$ cat config.mk
export PLATFORM = sky130hd
export DESIGN_NAME = ptc_front
export DESIGN_NICKNAME = d
export VERILOG_FILES = /design/src/rtl/pressure_temperature_compensation_top_defines.svh /design/src/rtl/ptc_pkg.sv /design/src/rtl/ptc_front.sv
export SDC_FILE = /design/constraint.sdc
export NUM_CORES = 2
export LEC_CHECK = 0
export BUFFER_PORTS_ARGS = -buffer_cell sky130_fd_sc_hd__buf_2
export CAP_MARGIN = 5
export CORE_MARGIN = 1.5
export CORE_UTILIZATION = 45
export DETAILED_ROUTE_END_ITERATION = 7
export HOLD_SLACK_MARGIN = 0.03
export PLACE_DENSITY = 0.68
export REMOVE_ABC_BUFFERS = 1
export SYNTH_ARGS = -nofsm -noshare
export SYNTH_HDL_FRONTEND = slang
export SYNTH_SLANG_ARGS = --single-unit
$ cat constraint.sdc
create_clock -name clk -period 12.5 [get_ports clk]
set_input_delay 0.625 -clock clk [delete_from_list [all_inputs] [get_ports clk]]
set_output_delay 0.625 -clock clk [all_outputs]
set_load 0.005 [all_outputs]
$ cat src/rtl/pressure_temperature_compensation_top_defines.svh
// Assertion macros shared by the compensation RTL.
// Depends on nothing; users must have clk and arst_n in scope.
`ifndef PRESSURE_TEMPERATURE_COMPENSATION_TOP_DEFINES_SVH
`define PRESSURE_TEMPERATURE_COMPENSATION_TOP_DEFINES_SVH
`ifndef SYNTHESIS
`define PTC_ASSERT(lbl, prop, msg) \
	lbl: assert property (@(posedge clk) disable iff (!arst_n) (prop)) else $error(msg);
`define PTC_ASSERT_ALWAYS(lbl, prop, msg) \
	lbl: assert property (@(posedge clk) (prop)) else $error(msg);
`else
`define PTC_ASSERT(lbl, prop, msg)
`define PTC_ASSERT_ALWAYS(lbl, prop, msg)
`endif
`endif

$ cat src/rtl/ptc_pkg.sv
// Shared types, constants and arithmetic helpers for the compensation block.
// No dependencies.
`timescale 1ns / 1ps
package ptc_pkg;
	localparam int unsigned QDEPTH = 2;
	localparam int unsigned QPTR_W = (QDEPTH > 1) ? $clog2(QDEPTH) : 1;
	localparam int unsigned QCNT_W = $clog2(QDEPTH + 1);
	localparam int unsigned DIV_W = 64;

	localparam logic [1:0] REG_TEMP = 2'd0;
	localparam logic [1:0] REG_PA = 2'd1;
	localparam logic [1:0] REG_PB = 2'd2;
	localparam logic [1:0] REG_PC = 2'd3;

	localparam logic [63:0] T_OFFSET = 64'd128000;
	localparam logic [63:0] P_FULL = 64'd1048576;
	localparam logic [63:0] P_SCALE = 64'd3125;
	localparam logic [63:0] P_ROUND = 64'h0000_8000_0000_0000;
	localparam logic [31:0] TC_ROUND = 32'd128;

	typedef struct packed {
		logic [47:0] temp;
		logic [63:0] pa;
		logic [63:0] pb;
		logic [15:0] pc;
	} cal_t;

	typedef struct packed {
		logic [31:0] fine;
		logic [31:0] tc;
		logic [19:0] adc_p;
	} tq_t;

	typedef struct packed {
		logic [31:0] fine;
		logic [31:0] tc;
		logic        dz;
	} side_t;

	// partial products of a 64-bit product taken modulo 2^64
	typedef struct packed {
		logic [63:0] ll;
		logic [31:0] cr;
	} pp_t;

	function automatic pp_t pp64(input logic [63:0] a, input logic [63:0] b);
		pp_t r;
		r.ll = 64'(a[31:0]) * 64'(b[31:0]);
		r.cr = a[31:0] * b[63:32] + a[63:32] * b[31:0];
		return r;
	endfunction

	function automatic logic [63:0] pp_sum(input pp_t p);
		return p.ll + {p.cr, 32'd0};
	endfunction

	function automatic logic [63:0] sx16(input logic [15:0] v);
		return {{48{v[15]}}, v};
	endfunction

	function automatic logic [63:0] asr64(input logic [63:0] x, input int unsigned n);
		return 64'($signed(x) >>> n);
	endfunction

	function automatic logic [31:0] asr32(input logic [31:0] x, input int unsigned n);
		return 32'($signed(x) >>> n);
	endfunction
endpackage

$ cat src/rtl/ptc_front.sv
// Front end: accepts raw samples and works out the temperature terms.
// Depends on ptc_pkg.
`timescale 1ns / 1ps
module ptc_front (
	input  logic                clk,
	input  logic                arst_n,
	input  logic                in_valid,
	output logic                in_ready,
	input  logic [19:0]         raw_temperature,
	input  logic [19:0]         raw_pressure,
	input  logic [47:0]         temp_cal,
	output logic                q_valid,
	input  logic                q_ready,
	output ptc_pkg::tq_t        q_data
);
	logic [31:0] t1, t2, t3, d1, d2, tc;
	logic        en;
	logic [2:0]  vld_q;
	logic [31:0] pv1_s1, psq_s1, v1_s2, st3_s2, fine_s3;
	logic [19:0] adcp_s1, adcp_s2, adcp_s3;

	assign t1 = {16'd0, temp_cal[15:0]};
	assign t2 = {{16{temp_cal[31]}}, temp_cal[31:16]};
	assign t3 = {{16{temp_cal[47]}}, temp_cal[47:32]};
	assign d1 = {15'd0, raw_temperature[19:3]} - {t1[30:0], 1'b0};
	assign d2 = {16'd0, raw_temperature[19:4]} - t1;

	assign en = !vld_q[2] || q_ready;
	assign in_ready = en;

	always_ff @(posedge clk or negedge arst_n) begin
		if (!arst_n) begin
			vld_q <= '0;
		end else if (en) begin
			vld_q <= {vld_q[1:0], in_valid};
		end
	end

	always_ff @(posedge clk) begin
		if (en) begin
			pv1_s1  <= d1 * t2;
			psq_s1  <= d2 * d2;
			adcp_s1 <= raw_pressure;
			v1_s2   <= ptc_pkg::asr32(pv1_s1, 11);
			st3_s2  <= ptc_pkg::asr32(psq_s1, 12) * t3;
			adcp_s2 <= adcp_s1;
			fine_s3 <= v1_s2 + ptc_pkg::asr32(st3_s2, 14);
			adcp_s3 <= adcp_s2;
		end
	end

	// (fine * 5 + 128) / 256, rounded down
	assign tc = ptc_pkg::asr32(fine_s3 + {fine_s3[29:0], 2'b00} + ptc_pkg::TC_ROUND, 8);

	assign q_valid = vld_q[2];
	assign q_data = '{fine: fine_s3, tc: tc, adc_p: adcp_s3};
endmodule

* After elaboration in Yosys (flattened, before gate mapping)
Index checks and enable logic that the tools add are counted.
Word-level totals: register bits after elaboration 212, bits in latches 0, bits in writable memories 0, bits in read-only memories 0, input bits 92, logic and storage cells 19, memories kept 0
Cells by class: $add $sub $neg 5, multipliers 3, div/mod/pow operators 0, $lt $le $gt $ge 0, eq/ne operators 0, shift operators 0, mux-type cells 0, bitwise gates (word level) 0, reduce and logical (&&, ||, !) cells 2
Operator list (number):
- 32-bit adder | 1
- 32-bit by 8-bit adder with 32-bit output, second input constant | 1
- 17-bit by 17-bit multiplier with 32-bit output | 1
- 18-bit by 16-bit multiplier with 32-bit output | 1
- 20-bit by 16-bit multiplier with 32-bit output | 1
- 21-bit by 18-bit adder with 22-bit output | 1
- 17-bit by 17-bit subtractor with 18-bit output | 1
- 16-bit by 16-bit subtractor with 17-bit output | 1
- 1-bit logical NOT | 1
- 1-bit logical OR | 1

* Logic depth before layout (Yosys ltp)
depth in word-level cells 2, depth in mapped cells 35, mapped depth without buffers 33

* Worst setup path after synthesis
OpenSTA, ideal clock, no wires.
path kind input-to-reg, from in raw_temperature[4], to reg psq_s1[31], data pin, arrival 8.090 ns, path slack 4.150 ns, stages on the path 32, cell sequence inv_1 > ha_1 > inv_1 > fa_1 > a211oi_1 > o21ai_0 > a211oi_1 > o21ai_1 > nand2_1 > xor2_1 > clkinv_1 > clkbuf_1 > nand2_1 > fa_1 > inv_1 > fa_1 > fa_1 > fa_1 > inv_1 > fa_1 > fa_1 > inv_1 > ha_1 > a21oi_1 > and4b_1 > a211oi_1 > o21ai_1 > a31oi_1 > nor3_1 > a2111oi_2 > a21oi_1 > xnor2_1
Between the ends: word-level cells in the longest chain between the ends 2
RTL lines:
- from (decl) | line ptc_front.sv:9 | input logic [19:0] raw_temperature,
- 16-bit by 16-bit subtractor with 17-bit output | line ptc_front.sv:26 | assign d2 = {16'd0, raw_temperature[19:4]} - t1;
- 17-bit by 17-bit multiplier with 32-bit output | line ptc_front.sv:42 | psq_s1 <= d2 * d2;
- to (signal assigned) | line ptc_front.sv:42
- to (decl) | line ptc_front.sv:19 | logic [31:0] pv1_s1, psq_s1, v1_s2, st3_s2, fine_s3;
Every way passes these cells. A chain may end at the register's enable or synchronous reset.

* Worst setup path after layout
Same ends and word-level chain as after synthesis.

==> flow_summary.yaml <==
outcome:
  status: "finished clean"
yosys:
  synth_top_area_share_pct: 44.3
  yosys_register_bits: 165
  ys_seq_area_share_pct: 13.4
  synthesis.area_um2: 36900
  synthTopCellsByArea: "fa_1 (44%), edfxtp_1 (13%), ha_1 (11%)"
  avgSynthCellArea_um2: 9.84
  ys_warn_count: 0
  synth_edf_count: 162
  synthCells: 3753
  yosysTopAreaCell: "fa_1"
  dominantRegCellSynth: "edfxtp_1"
  ys_types: 65
  postSynth.asyncResetShare_pct: 1.82
floorplanning:
  io_pins: 178
  start_util_pct: 45.6
  die_w_um: 290
  dieArea_um2: 83800
  die_y_um: 290
  num_rows: 104
  core_area_um2: 80900
drt:
  num_vias: 24770
  wl_um: 85200
  dr.pass1.iters: 5
  wl_per_cell_um: 17.4
  drtIter0Drc: 1330
  avgViaCountPerCell: 5.05
  ant_nets: 0
  drcViolationCount: 0
worst_setup_path:
  reg2reg_to: "st3_s2[27]"
  cpMostUsedCell: "fa_1"
  cp_data_arrival_time_ps: 9440
  r2r_slack_ps: 5100
  crit_fanout: 30
  crit_path_end: "psq_s1[31]"
  r2r_start: "psq_s1[23]"
  crit_path_top_delay_cell: "a31o_2"
  startpoint: "raw_temperature[4]"
  critPathCaptureType: "flop"
  cp.required_ps: 12690
  reg2regPathDepth: 20
  critPathKind: "input port to flop"
  slowest_delay_ps: 650
  worst_setup_path_start_kind: "input port"
sta:
  finClkSkew_ps: 16.0
  worstMarginPinSlew_ps: 931
  setup_viol: 0
  finalCritPeriodShare_pct: 74.0
  grt_setup_unrepaired: "no"
  min_period_ps: 9250
  slew_violations: 0
  setup_tns_ps: 0
  fmaxAchievable_mhz: 108
  finalHoldViolCount: 0
  max-slew-margin-rel_pct: 37.9
global_routing:
  grt_pass1_vias: 26587
  grt_first_pass_wirelength_um: 139000
  antenna_found_initial: 1
  grt_usage_pct: 21.3
  grt_max_degree: 65
  overflow: 0
clock_network:
  insertion_delay_ps: 450
  cts_buffer_depth: 2
  cts.sinks: 165
  cts.clk_slew.worst_paths_ps: 80
  cts_tree: "yes"
  cts_buffers: 17
  cts_resized: 0
  h-tree-depth: 4
  root_buffer: "clkbuf_16"
layout:
  nFillCells: 7501
  syn2layout_area_growth_pct: 6.61
  drive_gt1_share_pct: 6.74
  nets: 5054
min_path:
  hold_path_depth: 1
  hold_path_class: "input port to flop"
run:
  cap_viol_max_count: 0
placed_design:
  io_buffers: 174
  gp_congestion: 0.859
  hpwl_um: 67200
==> routing by layer <==
metal	up-vias	global-route usage (%)	routed length, um
met5	-	0	0
met4	0	5.65	2090
met3	134	2.72	5220
met2	752	36.8	42000
met1	12633	28.4	35900
li1	11251	-	-
==> area by class of cell <==
cell class	instances	area [um^2]	area share, %
multi-input cells	2473	27800	70.6
flip-flops and latches	165	4940	12.5
inverters	974	3660	9.28
well taps	1060	1330	3.37
repair buffers	199	1060	2.69
clock buffers	17	425	1.08
clock inverters	15	175	0.445
diodes	1	2.50	0.00635
==> cell families after synthesis <==
family | after synthesis | share of synthesized area, %
mux | 4 | 0.122
buf+inv | 1115 | 11.5
flops | 165 | 13.4
simple gates | 957 | 12.3
fa+ha+maj | 1132 | 54.9
xor+xnor | 152 | 3.64
compound gates | 228 | 4.08
==> worst max-delay path: cells and delay by family <==
| family | cells | cell delay, ps |
|---|---|---|
| fa+ha+maj | 9 | 4130 |
| simple gates | 4 | 820 |
| compound gates | 9 | 2730 |
| buf+inv | 6 | 970 |
| xor+xnor | 1 | 150 |
==> per-stage QoR <==
stage               util, %  instances  hold slack (ps)  area [um^2]  setup slack, ps
floorplan                 -       3612              329        36300             3790
global placement       47.9       4870              400        38800             2860
detailed placement     47.9       4870              405        38800             2760
CTS                    48.7       4903              321        39400             3220
global route           48.7       4904              327        39400             2640
finish                 48.7       4904              345        39400             3250
==> flip-flops by register name, summed over array words and instances (netlist names) <==
name	count
vld_q	3
v1_s2	21
fine_s3	22
adcp_s2	20
psq_s1	20
pv1_s1	21
st3_s2	18
adcp_s3	20
adcp_s1	20
==> synthesized netlist by cell type (19+ instances only) <==
library cell	count
clkbuf_1	114
a21oi_1	65
nor2_1	122
nor2b_1	28
ha_1	315
and2_1	252
o21a_1	19
edfxtp_1	162
xnor2_1	101
o21ai_0	41
a21o_1	26
fa_1	817
xor2_1	50
inv_1	968
nand2b_1	30
nor3_1	27
nand2_1	444
==> timing repair <==
| action | in CTS | in global routing |
|---|---|---|
| hold buffers | 1 | 0 |
| setup buffers | 0 | 0 |
| hold endpoints to repair | 3 | 0 |
==> how the worst min path moves through the flow <==
stage | from | endpoint
2_1_floorplan | arst_n | vld_q[0]
3_3_place_gp | adcp_s2[0] | adcp_s3[0]
3_5_place_dp | adcp_s2[2] | adcp_s3[2]
4_1_cts | raw_pressure[11] | adcp_s1[11]
5_1_grt | raw_pressure[11] | adcp_s1[11]
6_report | raw_pressure[9] | adcp_s1[9]
==> cell usage in the layout (no fill, tap or decap), types with 41 or more instances in the layout <==
master	n
inv_1	968
a21oi_1	65
nand2_1	444
fa_1	817
and2_1	252
nor2_1	122
buf_2	174
o21ai_0	41
edfxtp_1	162
xnor2_1	97
ha_1	315
xor2_1	48
Power is not shown: default switching activity piles up to over one toggle a cycle in this logic, so the estimate is an artifact.
