## src/rtl/pressure_temperature_compensation_top_defines.svh

```systemverilog
// Assertion macros shared by the compensation RTL.
// Depends on nothing; users must have clk and arst_n in scope.
`ifndef PRESSURE_TEMPERATURE_COMPENSATION_TOP_DEFINES_SVH
`define PRESSURE_TEMPERATURE_COMPENSATION_TOP_DEFINES_SVH
`ifndef SYNTHESIS
`define PTC_ASSERT(lbl, prop, msg) \
	lbl: assert property (@(posedge clk) disable iff (!arst_n) (prop)) else $error(msg);
`define PTC_ASSERT_ALWAYS(lbl, prop, msg) \
	lbl: assert property (@(posedge clk) (prop)) else $error(msg);
`else
`define PTC_ASSERT(lbl, prop, msg)
`define PTC_ASSERT_ALWAYS(lbl, prop, msg)
`endif
`endif

```

## src/rtl/ptc_pkg.sv

```systemverilog
// Shared types, constants and arithmetic helpers for the compensation block.
// No dependencies.
`timescale 1ns / 1ps
package ptc_pkg;
	localparam int unsigned QDEPTH = 2;
	localparam int unsigned QPTR_W = (QDEPTH > 1) ? $clog2(QDEPTH) : 1;
	localparam int unsigned QCNT_W = $clog2(QDEPTH + 1);
	localparam int unsigned DIV_W = 64;

	localparam logic [1:0] REG_TEMP = 2'd0;
	localparam logic [1:0] REG_PA = 2'd1;
	localparam logic [1:0] REG_PB = 2'd2;
	localparam logic [1:0] REG_PC = 2'd3;

	localparam logic [63:0] T_OFFSET = 64'd128000;
	localparam logic [63:0] P_FULL = 64'd1048576;
	localparam logic [63:0] P_SCALE = 64'd3125;
	localparam logic [63:0] P_ROUND = 64'h0000_8000_0000_0000;
	localparam logic [31:0] TC_ROUND = 32'd128;

	typedef struct packed {
		logic [47:0] temp;
		logic [63:0] pa;
		logic [63:0] pb;
		logic [15:0] pc;
	} cal_t;

	typedef struct packed {
		logic [31:0] fine;
		logic [31:0] tc;
		logic [19:0] adc_p;
	} tq_t;

	typedef struct packed {
		logic [31:0] fine;
		logic [31:0] tc;
		logic        dz;
	} side_t;

	// partial products of a 64-bit product taken modulo 2^64
	typedef struct packed {
		logic [63:0] ll;
		logic [31:0] cr;
	} pp_t;

	function automatic pp_t pp64(input logic [63:0] a, input logic [63:0] b);
		pp_t r;
		r.ll = 64'(a[31:0]) * 64'(b[31:0]);
		r.cr = a[31:0] * b[63:32] + a[63:32] * b[31:0];
		return r;
	endfunction

	function automatic logic [63:0] pp_sum(input pp_t p);
		return p.ll + {p.cr, 32'd0};
	endfunction

	function automatic logic [63:0] sx16(input logic [15:0] v);
		return {{48{v[15]}}, v};
	endfunction

	function automatic logic [63:0] asr64(input logic [63:0] x, input int unsigned n);
		return 64'($signed(x) >>> n);
	endfunction

	function automatic logic [31:0] asr32(input logic [31:0] x, input int unsigned n);
		return 32'($signed(x) >>> n);
	endfunction
endpackage

```

## src/rtl/ptc_fifo.sv

```systemverilog
// Short queue between the front and back ends.
// Depends on ptc_pkg and the assertion macro header.
`timescale 1ns / 1ps
`include "pressure_temperature_compensation_top_defines.svh"
module ptc_fifo (
	input  logic         clk,
	input  logic         arst_n,
	input  logic         push,
	input  ptc_pkg::tq_t wr_data,
	input  logic         pop,
	output ptc_pkg::tq_t rd_data,
	output logic         full,
	output logic         empty
);
	ptc_pkg::tq_t                     mem_q [ptc_pkg::QDEPTH];
	logic [ptc_pkg::QPTR_W-1:0]       wr_ptr_q, rd_ptr_q;
	logic [ptc_pkg::QCNT_W-1:0]       cnt_q;

	assign full = (cnt_q == ptc_pkg::QCNT_W'(ptc_pkg::QDEPTH));
	assign empty = (cnt_q == '0);
	assign rd_data = mem_q[rd_ptr_q];

	function automatic logic [ptc_pkg::QPTR_W-1:0] nxt(input logic [ptc_pkg::QPTR_W-1:0] p);
		return (p == ptc_pkg::QPTR_W'(ptc_pkg::QDEPTH - 1)) ? '0 : p + 1'b1;
	endfunction

	always_ff @(posedge clk or negedge arst_n) begin
		if (!arst_n) begin
			wr_ptr_q <= '0;
			rd_ptr_q <= '0;
			cnt_q    <= '0;
		end else begin
			if (push) wr_ptr_q <= nxt(wr_ptr_q);
			if (pop) rd_ptr_q <= nxt(rd_ptr_q);
			if (push && !pop) cnt_q <= cnt_q + 1'b1;
			else if (pop && !push) cnt_q <= cnt_q - 1'b1;
		end
	end

	always_ff @(posedge clk) begin
		if (push) mem_q[wr_ptr_q] <= wr_data;
	end

	`PTC_ASSERT(a_cnt_bound, cnt_q <= ptc_pkg::QCNT_W'(ptc_pkg::QDEPTH), "queue count overrun")
	`PTC_ASSERT(a_no_push_full, full |-> !push, "push into full queue")
	`PTC_ASSERT(a_no_pop_empty, empty |-> !pop, "pop from empty queue")
	`PTC_ASSERT(a_pop_dec, (pop && !push) |=> (cnt_q == $past(cnt_q) - 1'b1), "count did not drop")
endmodule

```

## config.mk

```make
export PLATFORM = sky130hd
export DESIGN_NAME = ptc_fifo
export DESIGN_NICKNAME = d
export VERILOG_FILES = /design/src/rtl/ptc_pkg.sv /design/src/rtl/ptc_fifo.sv
export VERILOG_INCLUDE_DIRS = /design/src /design/src/rtl
export SDC_FILE = /design/constraint.sdc
export NUM_CORES = 1
export LEC_CHECK = 0
export ABC_AREA = 1
export BUFFER_PORTS_ARGS = -buffer_cell sky130_fd_sc_hd__buf_4
export CAP_MARGIN = 10
export CORE_ASPECT_RATIO = 0.8
export CORE_UTILIZATION = 28
export DETAILED_ROUTE_END_ITERATION = 8
export SLEW_MARGIN = 20
export SYNTH_ARGS = -nofsm -noshare
export SYNTH_HDL_FRONTEND = slang
export SYNTH_SLANG_ARGS = --single-unit
```

## constraint.sdc

```tcl
create_clock -name clk -period 5.8 [get_ports clk]
set_input_delay 1.16 -clock clk [delete_from_list [all_inputs] [get_ports clk]]
set_output_delay 1.16 -clock clk [all_outputs]
set_load 0.05 [all_outputs]
```

Word-level counts from Yosys, hierarchy flattened
Memory sizes are Yosys's and may differ from the RTL's. Index checks and enable logic that the tools add are counted.

Flip-flop bits (word level): 4. Latch bits: 0. Memory bits (writable): 168. ROM bits: 0. Input bits: 88. Output and inout bits: 86. Word-level logic and storage cells: 21. Memories kept: 1.

Memory list: mem_q (words 2, width 84, read ports 1, clocked after Yosys merged registers in 0, wr ports 1, RTL line ptc_fifo.sv:15) `ptc_pkg::tq_t mem_q [ptc_pkg::QDEPTH];`.

Add/subtract/negate cells: 4. Multiply operators: 0. Div/mod/pow operators: 0. Magnitude comparators: 0. Equal/unequal tests: 1. Shift operators: 0. Muxes and demuxes: 6. Bitwise gates (word level): 0. Reductions and logical operators: 6.

Operators with widths (count): 2-to-1 mux 1 bit (4); 2-to-1 mux 2 bit (2); adder 1 bit, second input constant (2); adder 2 x 1 -> 2 bit, second input constant (1); == test 2 bit, second input constant (1); logical AND 1 bit (2); logical NOT 1 bit (2); logical NOT 2 bit (1); nonzero test 2 bit (1); subtractor 2 x 1 -> 2 bit, second input constant (1).

Depth between registers and ports, before layout
Gate-level depths: netlist (run 1).

Depth after elaboration: 4. Mapped depth: 7. Mapped depth without buffers: 7.

Worst setup path before layout (run 1)
OpenSTA, ideal clock, no wires.

Path kind: input -> register. Start point: input port push. End point: memory mem_q[0][0] in the netlist's numbering, enable pin. Arrival time: 4.718 ns. Path slack: 0.552 ns. Stages on the path: 2. Cells stage by stage: inv_1 -> nor2_1.

Cells in the longest elaborated chain, start to end: 2.

RTL lines: from (decl) (RTL line ptc_fifo.sv:8) `input logic push,`; 2-to-1 mux 1 bit (RTL line ptc_fifo.sv:41) `if (push) mem_q[wr_ptr_q] <= wr_data;`; 2-to-1 mux 1 bit (not written as such) (RTL line ptc_fifo.sv:41); to (decl) (RTL line ptc_fifo.sv:15).

No other way between the ends.

==> results of run 1 <==
[metrics by stage]
step / hold slack [ns] / worst slack (ns) / total power [uW]
after floorplan: 0.463 / 0.552 / 3180
after global placement: 0.480 / 2.73 / 3710
after detailed placement: 0.521 / 2.73 / 3760
after CTS: 0.503 / 2.39 / 4930
after global routing: 0.503 / 2.34 / 5050
final: 0.530 / 2.49 / 4850
[state kept, by name, indices dropped and copies added, names as in the netlist]
register,count
wr_ptr_q,1
rd_ptr_q,1
mem_q,168
cnt_q,2
[layout make-up]
type | count | area, um2 | share of cell area, %
tap | 300 | 375 | 4.40
clock buffer | 18 | 429 | 5.03
timing repair buffer | 177 | 1350 | 15.8
inverter | 7 | 27.5 | 0.323
sequential | 172 | 5150 | 60.4
multi-input combinational | 98 | 1030 | 12.1
clock inverter | 14 | 168 | 1.97
[layout by cell type (no fill, tap or decap)]
cell type,Yosys,layout
edfxtp_1,168,168
nand3_1,1,1
clkinvlp_4,0,1
buf_4,1,176
clkbuf_16,0,17
xor2_1,2,2
nand4_1,1,1
mux2_2,34,34
clkinv_1,0,1
inv_8,0,1
nand2_1,5,5
inv_6,0,3
xnor2_1,1,1
clkinv_2,0,5
nor2_1,3,2
clkbuf_1,0,1
nor2_4,0,1
inv_1,7,6
dfrtp_4,0,1
bufinv_16,0,3
clkinv_4,0,1
mux2_1,50,50
ha_1,1,1
buf_16,0,1
dfrtp_1,4,3
[layer usage]
layer	share of wire, %	up-vias
met4	0.71	0
met3	8.5	5
li1	-	1496
met2	49	105
met5	0	-
met1	42	1590
[cell families after synthesis]
group | Yosys count | synth area share (%)
mux | 84 | 15.1
buf+inv | 16 | 1.67
simple gates | 10 | 0.658
fa+ha+maj | 1 | 0.199
flops | 172 | 82.0
xor+xnor | 3 | 0.419
[worst max-delay path, cell delays in order (launching register included)]
cell,delay (ns)
dfrtp_4,0.81
buf_16,0.33
mux2_2,0.38
buf_4,0.19
[where the power goes]
| group | switching [uW] | total (uW) | internal (uW) |
|---|---|---|---|
| combinational | 1320 | 1930 | 609 |
| sequential | 114 | 1770 | 1650 |
| clock | 474 | 1150 | 681 |
[final timing paths]
kind                       slack [ns]            to      from
setup / recovery                 2.49   rd_data[56]  rd_ptr_q
setup reg to reg                 3.69  mem_q[1][54]  wr_ptr_q
max in group asynchronous        5.15      rd_ptr_q    arst_n
hold / removal                   0.53      cnt_q[1]    arst_n
hold reg to reg                  0.54      cnt_q[1]  cnt_q[1]
min in group clk                 0.54      cnt_q[1]  cnt_q[1]
==> results.py, run 1 <==
metrics = {
    "worst_setup_path": {
        "worst-path-max-fanout": 47,
        "start_kind": "flop",
        "reg2regPathDepth": 3,
        "arrival_ns": 2.15,
        "required_ns": 4.64,
        "critical_path_class": "flop to output pin",
        "cp-end-kind": "output pin",
    },
    "grt": {
        "busiest_layer": "met2",
        "grtUsageMet1_pct": 12.7,
        "use_met3_pct": 5.27,
        "grt_pass1_wl_um": 18400,
        "grt_max_degree": 48,
        "grtUsageMet2_pct": 18.2,
        "antenna_found_initial": 0,
        "gr-total-overflow": 0,
        "grt_pass1_vias": 3380,
        "gr-usage-all-layers_pct": 11.0,
    },
    "logic_synthesis": {
        "syn_area_um2": 6280,
        "synth.largest_area_cell": "edfxtp_1",
        "synth_seq_cells": 172,
        "synthFlopType": "edfxtp_1",
        "syn-instance-count": 286,
        "async_flop_share_pct": 2.33,
        "synth.most_common_cell": "edfxtp_1",
        "ys_seq_area_share_pct": 82.0,
        "synth_area_leaders": "edfxtp_1 80%, mux2_1 9.0%, mux2_2 6.1%, dfrtp_1 1.6%, buf_6 0.90%",
        "synth_nets": 375,
        "syn_area_per_cell_um2": 21.9,
        "synth_top_area_share_pct": 80.4,
        "synth_cell_types": 15,
        "synth_common_cells": "168 x edfxtp_1, 50 x mux2_1, 34 x mux2_2",
        "yosys_warnings": 0,
        "synth_edf_count": 168,
    },
    "clocking": {
        "post_cts_resized": 0,
        "cts_tree": "built",
        "numCtsBuffers": 17,
        "clock_sinks": 172,
        "htree_levels": 4,
        "clockRootBuffer": "clkbuf_16",
        "cts_hold_buf": 0,
        "clk_pin_slew_worst_paths_ns": 0.07,
        "clk_latency_ns": 0.41,
        "postCtsSetupBuffers": 0,
        "clk_path_buf_depth": 2,
    },
    "die": {
        "fp-row-count": 48,
        "core_um2": 21800,
        "die_area_um2": 23000,
        "pin_count": 174,
        "start_util_pct": 28.8,
        "die_w_um": 169,
        "fp.dieH_um": 136,
    },
    "final_layout": {
        "drive_above_1_share_pct": 50.2,
        "area_delta_synth_final_pct": 35.9,
        "fillers": 2034,
        "diodes": 0,
        "layoutNonFillerInstCount": 786,
        "fin_util_pct": 39.1,
        "design_area_um2": 8530,
        "final_nets": 562,
    },
    "detailed_routing": {
        "ant_nets": 0,
        "wl_per_cell_um": 15.6,
        "vias_per_cell": 4.07,
        "drtIter0Drc": 177,
        "dr.pass1.iters": 4,
        "drc": 0,
        "routed_wl_um": 12300,
        "vias": 3196,
    },
    "placed_design": {
        "place_area_um2": 7930,
        "io_buffers": 173,
        "dp.final_hpwl_um": 7950,
        "gp_congestion": 0.674,
        "dp_cells": 754,
    },
    "sta": {
        "tightest_slew_ns": 0.857,
        "setup_tns_ns": 0,
        "relSlewSlack_pct": 42.9,
        "finalSetupViolCount": 0,
        "max_freq_mhz": 302,
        "rsz0062_at_grt": "no",
        "min_period_ns": 3.31,
        "fin_worst_skew_ns": 0.00613,
        "timing.final.max_slew_violations": 0,
        "period_share_pct": 57.1,
        "hold_violations": 0,
    },
    "power_and_ir_drop": {
        "p_leak_uw": 0.00319,
        "vdd_ir_drop_max_mv": 0.243,
        "cellPowerDensity_nw_per_um2": 569,
    },
    "run": {
        "maxCapViolCount": 0,
    },
    "status": {
        "outcome": "finished clean",
    },
    "min_path": {
        "hold_class": "input pin to async pin",
    },
}
Power figures use the tool's default switching activity.
==> inputs of run 2 (changes only) <==
ABC_AREA = 0   (was 1)
clock period = 2.7 ns   (was 5.8 ns; I/O delays follow)
==> run 2 against run 1 <==
Net effect:
- hold slack got worse by 0.22 ns
- clock skew rose by 0.0034 ns
- first-iteration DRC count is 34% lower
- combinational power up 120%
- largest cell class unchanged
==> results.py, run 2 <==
metrics = {
    "placed_design": {
        "dp.final_hpwl_um": 7720,
        "place_area_um2": 7930,
        "gp_congestion": 0.699,
        "io_buffers": 173,
    },
    "worst_setup_path": {
        "crit_path_max_incr_delay_ns": 0.49,
        "cp-end-kind": "output pin",
        "critical_path_class": "flop to output pin",
        "worst-path-max-fanout": 42,
        "cp_slowest_cell": "buf_4",
        "cp_cell_sequence": "buf_4 > mux2_2 > buf_4",
        "crit_top_cell": "buf_4",
        "start_kind": "flop",
        "arrival_ns": 1.95,
        "crit_buf_inv": 2,
        "critical_path.top_delay_family": "buffers and inverters",
        "required_ns": 2.16,
    },
    "sta": {
        "tightest_slew_ns": 0.595,
        "min_period_ns": 2.49,
        "hold_violations": 0,
        "rsz0062_at_grt": "no",
        "max_freq_mhz": 402,
        "setup_tns_ns": 0,
        "period_share_pct": 92.2,
        "finalSetupViolCount": 0,
        "fin_worst_skew_ns": 0.00955,
        "timing.final.max_slew_violations": 0,
        "relSlewSlack_pct": 60.3,
    },
    "logic_synthesis": {
        "synth_top_area_share_pct": 80.6,
        "synth_edf_count": 168,
        "synth_nets": 366,
        "syn-instance-count": 277,
        "ys_seq_area_share_pct": 82.2,
        "synth_area_leaders": "edfxtp_1 81%, mux2_1 9.0%, mux2_2 6.1%, dfrtp_1 1.6%, buf_6 0.90%",
        "yosys_warnings": 0,
        "synth.largest_area_cell": "edfxtp_1",
        "syn_area_per_cell_um2": 22.6,
        "synth.most_common_cell": "edfxtp_1",
        "synth_common_cells": "168 x edfxtp_1, 50 x mux2_1, 34 x mux2_2",
        "syn_area_um2": 6260,
        "synthFlopType": "edfxtp_1",
        "synth_seq_cells": 172,
        "synth_cell_types": 14,
        "async_flop_share_pct": 2.33,
    },
    "detailed_routing": {
        "wl_per_cell_um": 15.9,
        "dr.pass1.iters": 4,
        "vias_per_cell": 4.06,
        "ant_nets": 0,
        "drtIter0Drc": 116,
        "drc": 0,
        "routed_wl_um": 12300,
        "vias": 3155,
    },
    "grt": {
        "use_met3_pct": 4.59,
        "grtUsageMet1_pct": 13.8,
        "antenna_found_initial": 0,
        "grt_pass1_wl_um": 18400,
        "grtUsageMet2_pct": 17.5,
        "gr-usage-all-layers_pct": 10.9,
        "grt_max_degree": 85,
        "grt_pass1_vias": 3358,
        "busiest_layer": "met2",
        "gr-total-overflow": 0,
    },
    "final_layout": {
        "largest_reg_flops": 168,
        "design_area_um2": 8490,
        "fillers": 2004,
        "drive_above_1_share_pct": 50.6,
        "final_cell_mix": "174 x buf_4, 168 x edfxtp_1, 50 x mux2_1",
        "diodes": 0,
        "final_nets": 554,
        "largestRegisters": "mem_q: 168 flops, cnt_q: 2 flops",
        "top_register": "mem_q",
        "final_common_cell": "buf_4",
        "area_delta_synth_final_pct": 35.7,
        "fin_util_pct": 39.1,
    },
    "clocking": {
        "htree_levels": 4,
        "clockRootBuffer": "clkbuf_16",
        "clk_path_buf_depth": 2,
        "cts_tree": "built",
        "clk_latency_ns": 0.41,
        "clock_sinks": 172,
        "numCtsBuffers": 17,
        "clk_pin_slew_worst_paths_ns": 0.07,
        "postCtsSetupBuffers": 0,
    },
    "power_and_ir_drop": {
        "cellPowerDensity_nw_per_um2": 1210,
        "vdd_ir_drop_max_mv": 0.571,
        "p_leak_uw": 0.00313,
    },
    "die": {
        "fp-row-count": 48,
        "die_w_um": 169,
        "die_area_um2": 22900,
        "core_um2": 21700,
        "start_util_pct": 28.8,
        "fp.dieH_um": 136,
        "pin_count": 174,
    },
    "run": {
        "maxCapViolCount": 0,
    },
    "min_path": {
        "hold_class": "input pin to flop",
    },
    "status": {
        "outcome": "finished clean",
    },
}
-- run 2: cell count changes after synthesis, sizes merged --
cell   previous run  this run
inv               7         1
nand2             5         0
nor2b             0         2
xor2              2         4
and2              0         1
nand3             1         0
nand4             1         0
nor2              3         2
-- run 2: report_power, final --
part / switching [uW] / total (uW) / internal, uW
combinational: 2970 / 4300 / 1330
clock: 996 / 2270 / 1280
sequential: 124 / 3670 / 3550
-- run 2: per-layer routing --
metal  vias to the layer above  wire length [um]
li1                       1464                 -
met1                      1573              5560
met5                         -                 0
met4                         0                87
met3                         7               873
met2                       111              5810
-- run 2: path summary, 6_finish.rpt --
path                           from           to  slack (ns)  cells after the start
max                        rd_ptr_q  rd_data[69]        0.21                      3
min reg2reg                cnt_q[1]     cnt_q[1]        0.49                      1
max in group asynchronous    arst_n     rd_ptr_q        2.12                      2
max reg2reg                wr_ptr_q  mem_q[1][8]        1.27                      2
min in group asynchronous    arst_n     rd_ptr_q        0.47                      2
min                             pop     rd_ptr_q        0.31                      2
-- run 2: kinds of logic after synthesis --
| logic type | share of synthesized area [%] |
|---|---|
| flip-flops | 82.2 |
| XOR/XNOR | 0.700 |
| AND/OR/NAND/NOR | 0.420 |
| buffers and inverters | 1.32 |
| adder cells (fa/ha/maj) | 0.200 |
| multiplexers | 15.1 |
-- run 2: what timing repair did --
item,in CTS,in global routing
endpoints found under the hold margin,4,0
hold buffers,1,0
resized for setup,0,0
-- run 2: per-stage QoR --
| stage | power [uW] | cells | setup WS [ns] | hold slack, ns |
|---|---|---|---|---|
| after global routing | 10700 | 778 | 0.0937 | 0.273 |
| after CTS | 10400 | 778 | 0.156 | 0.280 |
| final | 10200 | 778 | 0.209 | 0.307 |
| after detailed placement | 8090 | 745 | 0.621 | 0.340 |
| after floorplan | 6790 | 277 | 0.459 | 0.244 |
| after global placement | 8020 | 745 | 0.645 | 0.338 |
-- run 2: cell type report --
| type | count | area (um2) | share of cell area (%) |
|---|---|---|---|
| Tap cell | 300 | 375 | 4.42 |
| Clock buffer | 20 | 437 | 5.14 |
| Inverter | 1 | 3.75 | 0.0442 |
| Clock inverter | 12 | 113 | 1.33 |
| Sequential cell | 172 | 5150 | 60.6 |
| Timing Repair Buffer | 178 | 1380 | 16.2 |
| Multi-Input combinational cell | 95 | 1040 | 12.2 |
